--- config.mk ---
export PLATFORM = sky130hd
export DESIGN_NAME = buck_duty_ramp_with_fault_latch_core
export DESIGN_NICKNAME = d
export VERILOG_FILES = /design/src/rtl/core/bdr_pkg.sv /design/src/rtl/core/bdr_pwm.sv /design/src/rtl/core/buck_duty_ramp_with_fault_latch_core.sv
export SDC_FILE = /design/constraint.sdc
export NUM_CORES = 1
export LEC_CHECK = 0
export ABC_AREA = 1
export BUFFER_PORTS_ARGS = -buffer_cell sky130_fd_sc_hd__buf_2
export CAP_MARGIN = 25
export CORE_ASPECT_RATIO = 0.75
export CORE_UTILIZATION = 63
export CTS_BUF_LIST = sky130_fd_sc_hd__clkbuf_16
export DETAILED_ROUTE_END_ITERATION = 8
export HOLD_SLACK_MARGIN = 0.03
export PLACE_DENSITY = 0.8
export SYNTH_ARGS = -nofsm -noshare
export SYNTH_HDL_FRONTEND = slang
export SYNTH_HIERARCHICAL = 1
export SYNTH_SLANG_ARGS = --single-unit
--- constraint.sdc ---
create_clock -name i_clk -period 10.5 [get_ports i_clk]
set_clock_uncertainty 0.2 [all_clocks]
set_input_delay 2.1 -clock i_clk [delete_from_list [all_inputs] [get_ports i_clk]]
set_output_delay 2.1 -clock i_clk [all_outputs]
set_load 0.01 [all_outputs]
--- src/rtl/core/bdr_pkg.sv ---
// Package for the buck duty ramp core: beat types, register indexes and
// ramp constants. No dependencies.
package bdr_pkg;

    localparam int RatioW = 16;

    localparam logic [RatioW-1:0] RampUpStep    = 16'd4;
    localparam logic [RatioW-1:0] RampDownStep  = 16'd983;
    localparam logic [RatioW-1:0] PresentMargin = 16'd9830;

    typedef enum logic [1:0] {
        FAULT_NONE  = 2'd0,
        FAULT_RANGE = 2'd1,
        FAULT_OVERV = 2'd2,
        FAULT_OVERC = 2'd3
    } t_fault;

    typedef enum logic [2:0] {
        REG_CURRENT_LIMIT  = 3'd0,
        REG_SUPPLY_MIN     = 3'd1,
        REG_SUPPLY_MAX     = 3'd2,
        REG_OUTPUT_LIMIT   = 3'd3,
        REG_RATIO_CEILING  = 3'd4,
        REG_PWM_FULL_SCALE = 3'd5,
        REG_READY_LEVEL    = 3'd6,
        REG_LOW_OUTPUT     = 3'd7
    } t_reg_idx;

    typedef struct packed {
        logic [15:0] supply_volts;
        logic [15:0] output_volts;
        logic [15:0] output_amps;
        logic [15:0] present_ratio;
        logic [15:0] target_ratio;
        logic        start_request;
        logic        fault_clear;
        logic        upstream_inhibit;
    } t_in_beat;

    typedef struct packed {
        logic [15:0] compare_value;
        logic        outputs_forced_low;
        logic        deadband_on;
        logic        trip_force;
        logic        ready_res;
        logic [1:0]  fault_code;
        logic        inhibited;
        logic        inhibit_downstream;
    } t_out_beat;

    // controller state after one tick, handed to the compare stage
    typedef struct packed {
        logic [RatioW-1:0] duty;
        logic              running;
        logic              trip;
        logic              ready;
        t_fault            fault;
        logic              inhibit;
        logic              inhibit_dn;
    } t_stage;

endpackage

--- src/rtl/core/bdr_pwm.sv ---
// Compare stage: full_scale * (1 - duty) and the result register.
// Depends on bdr_pkg.
module bdr_pwm (
    input  logic              i_clk,
    input  logic              i_rst_n,
    input  logic              i_valid,
    output logic              o_ready,
    input  bdr_pkg::t_stage   i_stage,
    input  logic [15:0]       i_full_scale,
    output logic              o_valid,
    input  logic              i_ready,
    output bdr_pkg::t_out_beat o_beat
);
    import bdr_pkg::*;

    logic              r_valid;
    logic              n_valid;
    t_out_beat         r_beat;
    t_out_beat         n_beat;
    logic [16:0]       w_span;
    logic [32:0]       w_prod;

    assign o_ready = !r_valid || i_ready;

    assign w_span = 17'h10000 - {1'b0, i_stage.duty};
    assign w_prod = {17'd0, i_full_scale} * {16'd0, w_span};

    always_comb begin
        n_beat                    = r_beat;
        n_valid                   = r_valid;
        if (o_ready) begin
            n_valid = i_valid;
        end
        if (i_valid && o_ready) begin
            n_beat.compare_value      = w_prod[31:16];
            n_beat.outputs_forced_low = !i_stage.running;
            n_beat.deadband_on        = i_stage.running;
            n_beat.trip_force         = i_stage.trip;
            n_beat.ready_res          = i_stage.ready;
            n_beat.fault_code         = i_stage.fault;
            n_beat.inhibited          = i_stage.inhibit;
            n_beat.inhibit_downstream = i_stage.inhibit_dn;
        end
    end

    always_ff @(posedge i_clk) begin
        if (!i_rst_n) begin
            r_valid <= 1'b0;
        end else begin
            r_valid <= n_valid;
        end
        r_beat <= n_beat;
    end

    assign o_valid = r_valid;
    assign o_beat  = r_beat;

endmodule

--- src/rtl/core/buck_duty_ramp_with_fault_latch_core.sv ---
// Top level of the buck duty ramp core: configuration registers, fault and
// inhibit latches, duty ramp. Depends on bdr_pkg and bdr_pwm.
//
// Usage:
//   Input channel (i_in_valid / o_in_ready / i_in) takes one control tick per
//   beat: measurements, present and target ratio, start, clear and inhibit.
//   Output channel (o_out_valid / i_out_ready / o_out) gives one result beat
//   per input beat, in order.
//   Configuration is a plain write port (i_cfg_we, i_cfg_idx, i_cfg_data);
//   write only while no beat is in flight.
//   A beat passes the state stage register, then the result register to o_out.
//   Throughput: one beat per cycle while i_out_ready is high. Latches and duty
//   update in the cycle of acceptance, the compare multiply in the second stage.
//   Reset: latches clear, stopped, duty zero, registers at their defaults,
//   no beats held.
//   Receiver stall: the result register holds; the state stage holds one more
//   beat, then o_in_ready drops until the output drains.
module buck_duty_ramp_with_fault_latch_core (
    input  logic               i_clk,
    input  logic               i_rst_n,
    input  logic               i_cfg_we,
    input  logic [2:0]         i_cfg_idx,
    input  logic [15:0]        i_cfg_data,
    input  logic               i_in_valid,
    output logic               o_in_ready,
    input  bdr_pkg::t_in_beat  i_in,
    output logic               o_out_valid,
    input  logic               i_out_ready,
    output bdr_pkg::t_out_beat o_out
);
    import bdr_pkg::*;

    logic [15:0] r_current_limit;
    logic [15:0] r_supply_min;
    logic [15:0] r_supply_max;
    logic [15:0] r_output_limit;
    logic [15:0] r_ratio_ceiling;
    logic [15:0] r_full_scale;
    logic [15:0] r_ready_level;
    logic [15:0] r_low_output;

    t_stage      r_stage;
    t_stage      n_stage;
    logic        r_a_valid;
    logic        n_a_valid;
    logic        w_pwm_ready;
    logic        w_accept;

    t_fault      w_fault;
    logic        w_inhibit;
    logic        w_trip;
    logic        w_run;
    logic signed [17:0] w_diff;
    logic signed [17:0] w_next;
    logic [16:0] w_cap_wide;
    logic [16:0] w_cap;

    always_ff @(posedge i_clk) begin
        if (!i_rst_n) begin
            r_current_limit <= 16'hFFFF;
            r_supply_min    <= 16'd0;
            r_supply_max    <= 16'hFFFF;
            r_output_limit  <= 16'hFFFF;
            r_ratio_ceiling <= 16'h8000;
            r_full_scale    <= 16'd0;
            r_ready_level   <= 16'd2688;
            r_low_output    <= 16'd2048;
        end else if (i_cfg_we) begin
            case (t_reg_idx'(i_cfg_idx))
                REG_CURRENT_LIMIT:  r_current_limit <= i_cfg_data;
                REG_SUPPLY_MIN:     r_supply_min    <= i_cfg_data;
                REG_SUPPLY_MAX:     r_supply_max    <= i_cfg_data;
                REG_OUTPUT_LIMIT:   r_output_limit  <= i_cfg_data;
                REG_RATIO_CEILING:  r_ratio_ceiling <= i_cfg_data;
                REG_PWM_FULL_SCALE: r_full_scale    <= i_cfg_data;
                REG_READY_LEVEL:    r_ready_level   <= i_cfg_data;
                REG_LOW_OUTPUT:     r_low_output    <= i_cfg_data;
                default: ;
            endcase
        end
    end

    assign o_in_ready = !r_a_valid || w_pwm_ready;
    assign w_accept   = i_in_valid && o_in_ready;

    // fault priority: overcurrent, input range, overvoltage; clear applies only when none is present
    always_comb begin
        if (i_in.output_amps > r_current_limit) begin
            w_fault = FAULT_OVERC;
        end else if (i_in.supply_volts < r_supply_min ||
                     i_in.supply_volts > r_supply_max) begin
            w_fault = FAULT_RANGE;
        end else if (i_in.output_volts > r_output_limit) begin
            w_fault = FAULT_OVERV;
        end else if (i_in.fault_clear) begin
            w_fault = FAULT_NONE;
        end else begin
            w_fault = r_stage.fault;
        end
    end

    assign w_inhibit = i_in.upstream_inhibit || (!i_in.fault_clear && r_stage.inhibit);
    assign w_trip    = (w_fault != FAULT_NONE) || w_inhibit;
    assign w_run     = (i_in.start_request || r_stage.running) && !w_trip;

    // ramp step clamp, then cap at min(present + margin, ceiling), floor at zero
    always_comb begin
        w_diff = $signed({2'b00, i_in.target_ratio}) - $signed({2'b00, r_stage.duty});
        if (w_diff < -$signed({2'b00, RampDownStep})) begin
            w_diff = -$signed({2'b00, RampDownStep});
        end
        if (w_diff > $signed({2'b00, RampUpStep})) begin
            w_diff = $signed({2'b00, RampUpStep});
        end
        w_cap_wide = {1'b0, i_in.present_ratio} + {1'b0, PresentMargin};
        w_cap      = (w_cap_wide > {1'b0, r_ratio_ceiling}) ? {1'b0, r_ratio_ceiling}
                                                            : w_cap_wide;
        w_next = $signed({2'b00, r_stage.duty}) + w_diff;
        if (w_next > $signed({1'b0, w_cap})) begin
            w_next = $signed({1'b0, w_cap});
        end
        if (w_next < 18'sd0) begin
            w_next = 18'sd0;
        end
    end

    always_comb begin
        n_stage   = r_stage;
        n_a_valid = r_a_valid;
        if (w_pwm_ready) begin
            n_a_valid = 1'b0;
        end
        if (w_accept) begin
            n_a_valid          = 1'b1;
            n_stage.fault      = w_fault;
            n_stage.inhibit    = w_inhibit;
            n_stage.trip       = w_trip;
            n_stage.running    = w_run;
            if (w_run) begin
                n_stage.duty       = w_next[15:0];
                n_stage.ready      = i_in.output_volts > r_ready_level;
                n_stage.inhibit_dn = i_in.output_volts < r_low_output;
            end else begin
                n_stage.duty       = i_in.present_ratio;
                n_stage.ready      = 1'b0;
                n_stage.inhibit_dn = 1'b1;
            end
        end
    end

    always_ff @(posedge i_clk) begin
        if (!i_rst_n) begin
            r_a_valid <= 1'b0;
            r_stage   <= '0;
        end else begin
            r_a_valid <= n_a_valid;
            r_stage   <= n_stage;
        end
    end

    bdr_pwm u_pwm (
        .i_clk        (i_clk),
        .i_rst_n      (i_rst_n),
        .i_valid      (r_a_valid),
        .o_ready      (w_pwm_ready),
        .i_stage      (r_stage),
        .i_full_scale (r_full_scale),
        .o_valid      (o_out_valid),
        .i_ready      (i_out_ready),
        .o_beat       (o_out)
    );

    a_run_no_trip: assert property (@(posedge i_clk) disable iff (!i_rst_n)
        r_stage.running |-> !r_stage.trip)
        else $error("running with trip set");

    a_fault_sticky: assert property (@(posedge i_clk) disable iff (!i_rst_n)
        w_accept && !i_in.fault_clear && r_stage.fault != FAULT_NONE
        |=> r_stage.fault != FAULT_NONE)
        else $error("fault code lost without clear");

    a_inhibit_latch: assert property (@(posedge i_clk) disable iff (!i_rst_n)
        w_accept && i_in.upstream_inhibit |=> r_stage.inhibit && !r_stage.running)
        else $error("inhibit not latched");

    a_stall_hold: assert property (@(posedge i_clk) disable iff (!i_rst_n)
        r_a_valid && !w_pwm_ready |=> r_a_valid && $stable(r_stage))
        else $error("held state beat changed under stall");

endmodule
* Word-level counts from Yosys, hierarchy flattened *
Cells that the tools add are included.

word-level totals
  input bits = 107
  bits in registers = 177
  output and inout port bits = 26
  word-level logic and storage cells = 88

operators by class
  magnitude comparators = 11
  $add $sub $neg = 4
  reductions and logical operators = 26
  multiplexer cells = 14
  multipliers = 1
  equality and inequality tests = 7

operator list
  cell                                                                               number
  16-bit greater-than comparator                                                     4
  18-bit two-way mux                                                                 3
  16-bit < comparator                                                                2
  16-bit by 17-bit multiplier with 32-bit output                                     1
  16-bit two-way mux                                                                 2
  17-bit by 18-bit adder with 18-bit output                                          1
  18-bit greater-than comparator                                                     1
  18-bit by 4-bit greater-than comparator with 1-bit output (second input constant)  1
  18-bit by 1-bit < comparator with 1-bit output (second input constant)             1
  16-bit by 14-bit adder with 17-bit output (second input constant)                  1
  17-bit by 16-bit greater-than comparator with 1-bit output                         1
  17-bit by 11-bit < comparator with 1-bit output (second input constant)            1
  17-bit two-way mux                                                                 1
  16-bit by 16-bit subtractor with 17-bit output                                     1
  17-bit by 16-bit subtractor with 17-bit output (first input constant)              1
  2-bit AND reduction                                                                8
  3-bit == test (second input constant)                                              4
  2-bit two-way mux                                                                  4
  3-bit by 2-bit == test with 1-bit output (second input constant)                   2
  1-bit logical OR                                                                   6
  1-bit logical NOT                                                                  5
  1-bit logical AND                                                                  4
  1-bit two-way mux                                                                  4
  2-bit nonzero test                                                                 2
  other kinds (2)                                                                    2

* Logic depth before layout (Yosys ltp) *
  depth in word-level cells = 11
  gate-level depth with buffers = 55
  mapped depth without buffers = 53

* By module *
The synthesis kept the hierarchy.

modules (own cells, without submodules)
  module                                instances  cells an instance  seq. area each (um2)  area an instance (um2)
  buck_duty_ramp_with_fault_latch_core  1          1537               3042.9                11021.8
  bdr_pwm                               1          1343               740.7                 10299.9

* Worst setup path after synthesis *
Ideal clock, no wire load.

  path type = input to register
  start point = input port i_in[3] (netlist bit)
  end point = register r_stage[11] (netlist bit)
  arrival = 9464 ps
  stages on the path = 54
  required time = 10181 ps
  path buffers = 2
  setup time = 119 ps
  setup slack = 716 ps
  cells stage by stage = inv_1 > ha_1 > fa_1 > inv_1 > nand2_1 > and3_1 > o21ai_2 > a21oi_1 > o21ai_2 > nand2_1 > nand2_1 > nand2_1 > nand2_1 > xnor2_1 > nor3_1 > nand3_1 > nor2_1 > nand2_1 > [18 not listed] > a21oi_1 > o21bai_1 > nand2_1 > nand2_1 > a21oi_1 > o31ai_1 > a21oi_1 > o21ai_0 > xor2_1 > ha_1 > nand3_1 > nor4_1 > a31oi_4 > nand2_4 > buf_6 > nand2_1 > nand3_1 > a21oi_1

between the ends
  word-level cells in the longest chain between the ends = 11

ends and longest elaborated chain
  item                                                       line                                         source
  start, declared                                            buck_duty_ramp_with_fault_latch_core.sv:26   input bdr_pkg::t_in_beat i_in,
  16-bit by 16-bit subtractor with 17-bit output *           buck_duty_ramp_with_fault_latch_core.sv:108  w_diff = $signed({2'b00, i_in.target_ratio}) - $signed({2'b00, r_stage.duty});
  17-bit by 11-bit < comparator with 1-bit output            buck_duty_ramp_with_fault_latch_core.sv:109  if (w_diff < -$signed({2'b00, RampDownStep})) begin
  18-bit two-way mux *                                       buck_duty_ramp_with_fault_latch_core.sv:109
  18-bit by 4-bit greater-than comparator with 1-bit output  buck_duty_ramp_with_fault_latch_core.sv:112  if (w_diff > $signed({2'b00, RampUpStep})) begin
  18-bit two-way mux *                                       buck_duty_ramp_with_fault_latch_core.sv:112
  17-bit by 18-bit adder with 18-bit output *                buck_duty_ramp_with_fault_latch_core.sv:118  w_next = $signed({2'b00, r_stage.duty}) + w_diff;
  18-bit greater-than comparator                             buck_duty_ramp_with_fault_latch_core.sv:119  if (w_next > $signed({1'b0, w_cap})) begin
  18-bit two-way mux *                                       buck_duty_ramp_with_fault_latch_core.sv:119
  18-bit by 1-bit < comparator with 1-bit output             buck_duty_ramp_with_fault_latch_core.sv:122  if (w_next < 18'sd0) begin
  16-bit two-way mux *                                       buck_duty_ramp_with_fault_latch_core.sv:122
  16-bit two-way mux *                                       buck_duty_ramp_with_fault_latch_core.sv:139  if (w_run) begin
  end signal, assigned                                       buck_duty_ramp_with_fault_latch_core.sv:157  r_stage <= n_stage;
  end, declared                                              buck_duty_ramp_with_fault_latch_core.sv:42   t_stage r_stage;

Every way passes the cells marked *; elsewhere a longest branch is shown, timed or not.
A chain may end at the register's enable or synchronous reset.

* Worst setup path in the final report *
  start point = input port i_in[3] (netlist bit)
  end point = register r_stage[12] (netlist bit)

Same word-level chain as after synthesis.

==> results.cfg <==
[outcome]
status = finished, final reports clean

[global_routing]
grt_pass1_wl_um = 100300
grt_overflow = 0
grt_pass1_vias = 19020
grt_max_degree = 91
antenna_found_initial = 1
grtUsageTotal_pct = 37.19

[power_and_ir_drop]
switching_share_pct = 45.04
power.clock.fraction_pct = 24.8
power.switching_mw = 1.221
leakagePower_nw = 11.88
pwr-share-seq_pct = 28.2
powerDensity_nw_per_um2 = 117.8
p_int_mw = 1.491
combPwrFrac_pct = 47.1
ir_worst_vdd_mv = 0.1125

[floorplan]
die_x_um = 214.4
initial_core_util_pct = 64.99
num_rows = 57
core-area_um2 = 32810
num_io_pins = 133
fp.dieH_um = 161.3
die_area_um2 = 34590

[finish]
design_area_um2 = 23030
final_util_pct = 70.19
layout_common_cells = inv_1 (600), nand2_1 (527), nor2_1 (261)
drive_gt1_share_pct = 8.761
final_common_cell = inv_1
instances_no_fill = 3422
finalNetCount = 3541
area_delta_synth_final_pct = 8.004

[place]
hpwl_um = 49890
dp.cells = 3388
io_buffers = 132
gp_congestion = 0.9606
place_area_um2 = 22340

[yosys]
syn_avg_cell_area_um2 = 7.403
ys_ff_latch = 177
synth-seq-area-share_pct = 17.75
syn-instance-count = 2880
netlist_top_cells_area = fa_1 (20%), ha_1 (15%), dfxtp_1 (14%)
ys_types = 63
synth-edff-count = 24
synth_area_um2 = 21320
yosysWarnings = 6
yosys.area.top_type = fa_1
async_reset_ff_share_pct = 0
yosysTopAreaCellShare_pct = 19.53
synthesis.nets = 3455
synth_ff_type = dfxtp_1

[detailed_routing]
dr.pass1.iters = 7
first_iter_violations = 2190
vias = 19570
ant_nets = 0
wl_per_cell_um = 18.46
wl_um = 63160
drcViolationCount = 0
vias_per_cell = 5.719

[critical_path]
required_ps = 10630
setup.worst_path.class = input port to flop
cp.arrival_ps = 9840
path_delay_family = simple AND/OR/NAND/NOR gates
crit_fanout = 9
cp-start-kind = input port
critical_path.max_stage_delay_ps = 440
crit_top_cell = nand2_1
slowest_stage = fa_1
cp-end-kind = flop
cp_num_buf_inv = 9

[clocking]
path_clk_slew_ps = 70
worstSkewPairLatency_ps = 460
cts_max_path_buffers = 2
cts.sinks = 177
postCtsHoldBufs = 0
cts_buffers = 17
cts_tree = yes
clk_root_buffer_cell = clkbuf_16
post_cts_buffers = 0
cts_max_level = 4

[timing]
fin_tns_setup_ps = 0
final_max_slew_viol_count = 0
finalCritPeriodShare_pct = 92.43
fmax_ghz = 0.1030
setup_viol = 0
layout_min_cycle_time_ps = 9705
grt_setup_unrepaired = false
worst_slew_pin_slew_ps = 964.5
final-hold-violation-count = 0
max_slew_margin_pct = 35.55

[job]
max_cap_violations = 0

[min_path]
hp-class = flop to flop
-- final cells by class --
class / count / area (um^2)
inverters: 615 / 2312
multi-input cells: 2006 / 14950
fillers: 2729 / 9778
clock inverters: 15 / 198.9
diodes: 1 / 2.502
flip-flops and latches: 177 / 3784
well taps: 442 / 553.0
clock buffers: 17 / 425.4
repair buffers: 149 / 805.8
-- metrics by stage --
stage	hold WS, ps	worst slack, ps	total power, mW
3_5_place_dp	217.4	-5.113	1.991
4_1_cts	235.1	428.1	2.666
6_report	236.0	795.0	2.712
2_1_floorplan	203.0	716.5	1.616
5_1_grt	252.9	24.42	2.890
3_3_place_gp	210.7	272.0	1.970
-- registers in the layout (all words and copies together), names as in the netlist --
signal / cells
r_full_scale: 16
r_output_limit: 16
r_supply_min: 16
r_ready_level: 16
r_current_limit: 16
u_pwm/o_beat: 24
r_ratio_ceiling: 16
r_a_valid: 1
r_stage: 23
r_supply_max: 16
u_pwm/o_valid: 1
r_low_output: 16
-- power groups by stage --
stage,sequential (mW),clock (mW),combinational [mW]
6_report,0.764,0.671,1.28
5_1_grt,0.767,0.704,1.42
4_1_cts,0.763,0.673,1.23
3_5_place_dp,0.778,0,1.21
3_3_place_gp,0.778,0,1.19
2_1_floorplan,0.767,0,0.849
-- Yosys cell counts (5+ instances only) --
| master | n |
|---|---|
| xnor2_1 | 15 |
| o21ai_2 | 7 |
| nand3b_1 | 6 |
| edfxtp_1 | 24 |
| nor2_1 | 263 |
| ha_1 | 260 |
| inv_1 | 600 |
| clkbuf_1 | 73 |
| or2_2 | 6 |
| a21o_1 | 7 |
| nor4_1 | 5 |
| nand3_1 | 98 |
| nand3_2 | 8 |
| inv_2 | 11 |
| dfxtp_1 | 153 |
| buf_2 | 5 |
| a21oi_1 | 218 |
| xor2_1 | 28 |
| nand2_2 | 13 |
| o21bai_1 | 7 |
| o211ai_1 | 54 |
| a21boi_0 | 7 |
| o21a_1 | 6 |
| nor3_1 | 24 |
| fa_1 | 208 |
| o2111ai_1 | 5 |
| a21oi_2 | 6 |
| o21ai_0 | 149 |
| nand2_1 | 527 |
| nand4_1 | 28 |
-- per-layer routing --
metal | vias up | track usage (%) | part of all wire (%)
met3 | 128 | 12.62 | 13
met1 | 9115 | 52.63 | 44
met2 | 1059 | 54.10 | 41
met4 | 0 | 9.968 | 2.1
li1 | 9267 | - | -
met5 | - | 0 | 0
-- worst paths after layout --
path | start | endpoint | slack (ps) | cells past startpoint
worst max-delay path | i_in[3] | r_stage[12] | 790 | 53
worst min-delay path | r_stage[0] | u_pwm/o_beat[0] | 240 | 0
worst max register to register | r_stage[8] | r_stage[12] | 1760 | 51
worst min register to register | r_stage[0] | u_pwm/o_beat[0] | 240 | 0
-- cell families (layout without fill, tap and decap cells) --
| family | Yosys count | after routing | share of synthesized area [%] |
|---|---|---|---|
| AND/OR/NAND/NOR | 1004 | 1004 | 20.08 |
| AO/OA/AOI/OAI | 489 | 489 | 13.10 |
| buffers and inverters | 697 | 796 | 12.42 |
| other | 1 | 2 | 0.01759 |
| flip-flops | 177 | 177 | 17.75 |
| adder cells (fa/ha/maj) | 468 | 468 | 34.79 |
| XOR/XNOR | 44 | 44 | 1.843 |
-- repair_timing --
| action | CTS | global route |
|---|---|---|
| resized for setup | 0 | 8 |
| endpoints found under the setup margin | 0 | 16 |
| endpoints found under the hold margin | 0 | 0 |
Power figures use the tool's default switching activity.
